`src/design/afs_pkg.sv`:
```
// ----------------------------------------------------------------------------
// Animation frame sequencer package
// Request/response payloads, request codes and controller/datapath types.
// ----------------------------------------------------------------------------
package afs_pkg;

	localparam int MAX_FRAMES_DEF = 1024;

	localparam int FRAME_W  = 10;             // frame_index / table_index width
	localparam int TICK_W   = 16;             // tick and duration width
	localparam int WORK_W   = TICK_W + 2;     // signed working tick width
	localparam int REQ_W    = 3;
	localparam int CFG_W    = 11;             // widest configuration register
	localparam int CFG_IDX_W = 1;

	// Request codes
	localparam logic [REQ_W-1:0] REQ_ADVANCE = 3'd0;
	localparam logic [REQ_W-1:0] REQ_WRITE   = 3'd1;
	localparam logic [REQ_W-1:0] REQ_RESET   = 3'd2;
	localparam logic [REQ_W-1:0] REQ_PAUSE   = 3'd3;
	localparam logic [REQ_W-1:0] REQ_RESUME  = 3'd4;
	localparam logic [REQ_W-1:0] REQ_STOP    = 3'd5;

	// Configuration register indexes
	localparam logic [CFG_IDX_W-1:0] CFG_TOTAL_FRAMES = 1'b0;
	localparam logic [CFG_IDX_W-1:0] CFG_LOOP_ENABLE  = 1'b1;

	typedef struct packed {
		logic [REQ_W-1:0]          req_type;
		logic signed [TICK_W-1:0]  step_delta;
		logic [FRAME_W-1:0]        table_index;
		logic [TICK_W-1:0]         duration_value;
	} req_t;

	typedef struct packed {
		logic                accepted;
		logic [FRAME_W-1:0]  frame_index;
		logic [TICK_W-1:0]   tick_in_frame;
		logic                at_end;
		logic                at_start;
		logic                is_paused;
		logic                is_stopped;
	} rsp_t;

	typedef enum logic [3:0] {
		ST_IDLE,
		ST_FWD_RD,
		ST_FWD_EV,
		ST_BWD_CHK,
		ST_BWD_EV,
		ST_LAST_RD,
		ST_LAST_EV,
		ST_FINISH
	} state_t;

	typedef enum logic [3:0] {
		DP_NOP,
		DP_ACCEPT,
		DP_FWD_STEP,
		DP_FWD_WRAP,
		DP_FWD_CLAMP,
		DP_BWD_STEP,
		DP_BWD_WRAP,
		DP_BWD_CLAMP,
		DP_LAST_TICK,
		DP_PUBLISH
	} dp_op_t;

	typedef enum logic [1:0] {
		RD_CUR,
		RD_PREV,
		RD_LAST
	} rd_sel_t;

	typedef struct packed {
		dp_op_t  op;
		rd_sel_t rd_sel;
	} cmd_t;

	typedef struct packed {
		logic adv_go;        // request is an advance that moves the position
		logic adv_fwd;       // advance delta is positive
		logic loop_en;
		logic out_free;      // response register empty or drained this cycle
		logic tick_ge_dur;   // tick >= duration just read
		logic tick_le_zero;
		logic frame_zero;
		logic frame_at_last; // frame + 1 >= frames in use
	} sts_t;

endpackage

```
`src/design/afs_controller.sv`:
```
// ----------------------------------------------------------------------------
// Animation frame sequencer controller
// Sequences accept, frame walk, end handling and response publish.
// ----------------------------------------------------------------------------
module afs_controller (
	input  logic            clk,
	input  logic            arst_n,
	input  logic            req_valid,
	output logic            req_ready,
	input  afs_pkg::sts_t   sts,
	output afs_pkg::cmd_t   cmd
);

	afs_pkg::state_t state_q;
	afs_pkg::state_t state_nxt;
	logic            accept;

	assign req_ready = (state_q == afs_pkg::ST_IDLE) && sts.out_free;
	assign accept    = req_valid && req_ready;

	always_ff @(posedge clk or negedge arst_n) begin
		if (!arst_n) begin
			state_q <= afs_pkg::ST_IDLE;
		end else begin
			state_q <= state_nxt;
		end
	end

	// Next state
	always_comb begin
		state_nxt = state_q;
		case (state_q)
			afs_pkg::ST_IDLE: begin
				if (accept) begin
					if (sts.adv_go) begin
						state_nxt = sts.adv_fwd ? afs_pkg::ST_FWD_RD : afs_pkg::ST_BWD_CHK;
					end else begin
						state_nxt = afs_pkg::ST_FINISH;
					end
				end
			end
			afs_pkg::ST_FWD_RD: begin
				state_nxt = afs_pkg::ST_FWD_EV;
			end
			afs_pkg::ST_FWD_EV: begin
				if (!sts.tick_ge_dur) begin
					state_nxt = afs_pkg::ST_FINISH;
				end else if (!sts.frame_at_last) begin
					state_nxt = afs_pkg::ST_FWD_RD;
				end else if (sts.loop_en) begin
					state_nxt = afs_pkg::ST_FINISH;
				end else begin
					state_nxt = afs_pkg::ST_LAST_RD;
				end
			end
			afs_pkg::ST_BWD_CHK: begin
				if (!sts.tick_le_zero) begin
					state_nxt = afs_pkg::ST_FINISH;
				end else if (!sts.frame_zero) begin
					state_nxt = afs_pkg::ST_BWD_EV;
				end else if (sts.loop_en) begin
					state_nxt = afs_pkg::ST_LAST_RD;
				end else begin
					state_nxt = afs_pkg::ST_FINISH;
				end
			end
			afs_pkg::ST_BWD_EV: begin
				state_nxt = afs_pkg::ST_BWD_CHK;
			end
			afs_pkg::ST_LAST_RD: begin
				state_nxt = afs_pkg::ST_LAST_EV;
			end
			afs_pkg::ST_LAST_EV: begin
				state_nxt = afs_pkg::ST_FINISH;
			end
			afs_pkg::ST_FINISH: begin
				state_nxt = afs_pkg::ST_IDLE;
			end
			default: begin
				state_nxt = afs_pkg::ST_IDLE;
			end
		endcase
	end

	// Datapath commands
	always_comb begin
		cmd.op     = afs_pkg::DP_NOP;
		cmd.rd_sel = afs_pkg::RD_CUR;
		case (state_q)
			afs_pkg::ST_IDLE: begin
				if (accept) begin
					cmd.op = afs_pkg::DP_ACCEPT;
				end
			end
			afs_pkg::ST_FWD_RD: begin
				cmd.rd_sel = afs_pkg::RD_CUR;
			end
			afs_pkg::ST_FWD_EV: begin
				if (sts.tick_ge_dur) begin
					if (!sts.frame_at_last) begin
						cmd.op = afs_pkg::DP_FWD_STEP;
					end else if (sts.loop_en) begin
						cmd.op = afs_pkg::DP_FWD_WRAP;
					end else begin
						cmd.op = afs_pkg::DP_FWD_CLAMP;
					end
				end
			end
			afs_pkg::ST_BWD_CHK: begin
				if (sts.tick_le_zero) begin
					if (!sts.frame_zero) begin
						cmd.rd_sel = afs_pkg::RD_PREV;
					end else if (sts.loop_en) begin
						cmd.op = afs_pkg::DP_BWD_WRAP;
					end else begin
						cmd.op = afs_pkg::DP_BWD_CLAMP;
					end
				end
			end
			afs_pkg::ST_BWD_EV: begin
				cmd.op = afs_pkg::DP_BWD_STEP;
			end
			afs_pkg::ST_LAST_RD: begin
				cmd.rd_sel = afs_pkg::RD_LAST;
			end
			afs_pkg::ST_LAST_EV: begin
				cmd.op = afs_pkg::DP_LAST_TICK;
			end
			afs_pkg::ST_FINISH: begin
				cmd.op = afs_pkg::DP_PUBLISH;
			end
			default: begin
				cmd.op = afs_pkg::DP_NOP;
			end
		endcase
	end

endmodule

```
`config.mk`:
```
export PLATFORM = sky130hd
export DESIGN_NAME = afs_controller
export DESIGN_NICKNAME = d
export VERILOG_FILES = /design/src/design/afs_pkg.sv /design/src/design/afs_controller.sv
export SDC_FILE = /design/constraint.sdc
export NUM_CORES = 1
export LEC_CHECK = 0
export ABC_AREA = 1
export BUFFER_PORTS_ARGS = -buffer_cell sky130_fd_sc_hd__buf_2
export CAP_MARGIN = 20
export CORE_AREA = 2 2 39 41
export DETAILED_ROUTE_END_ITERATION = 6
export DIE_AREA = 0 0 41 43
export GPL_ROUTABILITY_DRIVEN = 1
export GPL_TIMING_DRIVEN = 0
export SYNTH_ARGS = -nofsm -noshare
export SYNTH_HDL_FRONTEND = slang
export SYNTH_SLANG_ARGS = --single-unit
```
`constraint.sdc`:
```
create_clock -name clk -period 1.6 [get_ports clk]
set_input_delay 0.4 -clock clk [delete_from_list [all_inputs] [get_ports clk]]
set_output_delay 0.4 -clock clk [all_outputs]
set_load 0.02 [all_outputs]
```
# Yosys cells after proc, flatten, opt, wreduce, memory -nomap -nowiden
# Index checks and enable logic that the tools add are counted.
# totals
reg_bits,4
latch_bits,0
ramBits,0
rom_bits,0
wordCells,32
mem_count,0
# op_classes
add_sub_neg,0
n_mul,0
n_div,0
magnitude_cmp,0
n_eq_ne,8
shift,0
muxes,20
bitwise_logic,0
n_reduce_logical,3
# ops
op,count
4-bit case mux with 7 select lines,1
4-bit case mux with 6 select lines,1
3-bit two-way mux,6
"4-bit by 3-bit equality test with 1-bit output, second input constant",4
2-bit two-way mux,5
"4-bit by 2-bit equality test with 1-bit output, second input constant",2
4-bit two-way mux,2
6-bit two-way mux,1
"4-bit by 1-bit equality test with 1-bit output, second input constant",1
4-bit zero test,1
2-bit case mux with 2 select lines,1
1-bit two-way mux,3
1-bit logical AND,2
"2-bit != test, second input constant",1

# Logic depth before layout (Yosys ltp)
# logic_depth
word_depth,5
depth_mapped,8
mapped_depth_nobuf,7

# Least setup slack after synthesis
# No wires, ideal clock.
# synth_timing
kind,register -> output
from,register state_q[1]
to,output cmd[2] (netlist bit)
arrival_ns,1.208
t_required_ns,1.200
slack_ns,-0.008
path_stages_with_launch,8
n_path_buf,0
cell_sequence,dfrtp_1 nor2_2 nand2_1 nor2_2 nand2_1 nand2_1 inv_1 nand2_1
# synth_rtl
item,line,rtl
start: declaration,afs_controller.sv:14,afs_pkg::state_t state_q;
start signal: assignment,afs_controller.sv:23,state_q <= afs_pkg::ST_IDLE;
start signal: assignment,afs_controller.sv:25,state_q <= state_nxt;
end: declaration,afs_controller.sv:11,output afs_pkg::cmd_t cmd

==> summary.txt <==
Power
  – Switch share: 0.5017
  – Sw Pwr: 521.1 µW
  – Peak VDD IR: 800.2 µV
  – Clk pwr share: 0.129
  – P_int: 517.6 µW
  – Power share of the sequential group: 0.215
  – Combinational Power Share: 0.656
  – Pwr Total: 1.039 mW
  – Leakage: 0.3201 nW
  – P per Cell Area: 1828 nW/µm²

Synthesis
  – YS warnings: 0
  – Syn_nets: 76
  – Share of the synthesized area in the top cell type: 0.2105
  – Avg Synthesized Cell Area: 5.486 µm²
  – Syn Inst Count: 65
  – Synth area leader: dfrtp_1
  – Synth area leaders: dfrtp_1, nand2_1, nand3_1, inv_1, nor2_1
  – Synth cell types: 14
  – Synthesized area: 356.6 µm²
  – Register area share after synthesis: 0.2105
  – #FFs+latches synth: 3

Outcome
  – Status: finished with violations
  – Violated checks: setup timing

STA
  – Least-Margin Pin Slew: 239.2 ps
  – Clock skew: 0.09297 ps
  – Rel. slew slack: 0.8405
  – Slack of the critical path: -141.9 ps
  – Crit path time final: 1742 ps
  – Final setup violation count: 4
  – Period utilisation layout: 1.089
  – Final hold violation count: 0
  – Highest Clock Rate: 574.1 MHz
  – Worst hold slack: 492.1 ps
  – RSZ-0062 raised after global routing: yes
  – Setup TNS: -376.4 ps
  – Slew Limit Fails: 0

Setup path
  – Crit path max fanout: 6
  – Critical path class: reg2out
  – Crit path DAT: 1340 ps
  – CP Launch Type: register
  – Crit path required time: 1200 ps
  – Crit end category: output port
  – Flop2flop setup slack: 450 ps

Layout
  – Biggest regs: state_q x3
  – Largest register FFs: 3
  – Largest Register: state_q
  – Most common cell after layout, fill and taps aside: nand2_1
  – Commonest non-fill, non-tap cells in the layout: nand2_1, buf_2, inv_1
  – Share of cells above drive strength 1: 0.4494
  – FILL cells: 161
  – Synthesis-to-finish area growth: 59.30%
  – Multi-input combinational cell area: 252.7 µm²
  – Diodes inserted: 0
  – Register area: 78.83 µm²
  – Final net count: 101
  – Layout Cells excl Fill: 105

Clock network
  – Clock root cell: clkbuf_4
  – Clock transition at path regs: 40 ps
  – Skew-Pair Late Insertion Delay: 230 ps
  – CTS H-Tree Depth: 1
  – CTS tree: done
  – Num CTS Buffers: 3
  – CTS Buffer Depth: 2
  – Sinks on Clock Net: 3

Global routing
  – First-pass GRT wire length: 1.373 mm
  – Grt ovf: 0
  – Vias in the first global route: 396
  – Largest net degree at the start of global routing: 9
  – GR Util All Layers: 0.1147
  – Initial antenna violation count: 0

Routing
  – Number of vias per cell: 4.381
  – DRT Wirelength: 938 µm
  – Antenna violation net count after detailed routing: 0
  – Initial DRC Count: 5
  – DR vias: 460
  – Routed len/inst: 8.933 µm
  – Residual DRC: 0
  – Detailed Routing Iterations Pass 1: 4

Place
  – Post-place setup slack: 5.210 ps
  – DP HPWL: 690.4 µm
  – DP Cell Count: 98
  – Placer Congestion: 0.8175
  – Port buffer count: 17

Floorplan
  – Full die area: 1763 µm²
  – # IOs: 18
  – Die Height: 43 µm
  – Standard-cell rows: 14
  – Core area: 1384 µm²
  – Initial cell density of the core: 0.2577
  – Die W: 41 µm

Min path
  – Hold crit path type: in2reg

Job
  – # Max-Cap Violations: 0
-- cell usage after synthesis --
| cell | count |
|---|---|
| nor2_2 | 2 |
| o21ai_0 | 2 |
| nor2_1 | 7 |
| o211ai_1 | 1 |
| inv_2 | 1 |
| nand2_1 | 20 |
| nand4_1 | 1 |
| nor2_4 | 2 |
| nand2_2 | 2 |
| dfrtp_1 | 3 |
| a21oi_1 | 2 |
| buf_2 | 1 |
| nand3_1 | 9 |
| inv_1 | 12 |
-- cell families (layout without fill, tap and decap cells) --
logic type	after synthesis	count (layout)	share of synthesized area
and+or+nand+nor	43	43	0.5614
buffers and inverters	14	38	0.1508
AOI/OAI and AO/OA	5	5	0.07720
DFF	3	3	0.2105
-- layer usage --
layer	vias up	track usage	wire length, µm
li1	250	-	-
met1	201	0.1294	391
met2	9	0.1844	514
met3	0	0.03141	32
met4	0	0.06000	0
met5	-	0	0
-- worst max-delay path, stage by stage, from the launching register on --
cell and delay [ps]:
dfrtp_2 450, nor2_4 170, nand2_2 90, nor2_4 80
nand2_1 50, nand2_1 60, inv_1 30, nand2_1 60
buf_6 110
-- per-stage QoR --
step / util / area (µm²)
after CTS: 0.3906 / 540.5
after floorplan: - / 361.6
after global placement: 0.3373 / 466.7
after detailed placement: 0.3373 / 466.7
final: 0.4105 / 568.0
after global routing: 0.4105 / 568.0
-- layout make-up --
type,count,share of cell area
inverter,13,0.08590
timing repair buffer,21,0.2489
multi-input combinational,48,0.4449
clock buffer,4,0.04626
sequential,3,0.1388
tap,16,0.03524
-- worst paths after layout --
check	depth (start not counted)	endpoint	from
min	3	state_q[2]	sts[4]
max	8	cmd[2]	state_q[1]
min reg2reg	1	state_q[0]	state_q[0]
max in group asynchronous	2	state_q[2]	arst_n
min in group asynchronous	2	state_q[0]	arst_n
max reg2reg	7	state_q[2]	state_q[1]
-- power by group through the flow --
stage / clock (mW) / sequential [mW] / combinational [mW]
after floorplan: 0 / 0.162 / 0.449
final: 0.134 / 0.224 / 0.681
after global routing: 0.150 / 0.233 / 0.749
after global placement: 0 / 0.171 / 0.582
after detailed placement: 0 / 0.171 / 0.586
after CTS: 0.139 / 0.224 / 0.638
-- timing repair --
| action | in CTS | in global routing |
|---|---|---|
| setup endpoints to repair | 5 | 6 |
| pin swaps | 2 | 3 |
| cloned | 0 | 0 |
| hold buffers | 1 | 0 |
| resized for setup | 12 | 7 |
| endpoints found under the hold margin | 3 | 0 |
| setup buffers | 2 | 1 |
(Power assumes the default switching activity.)
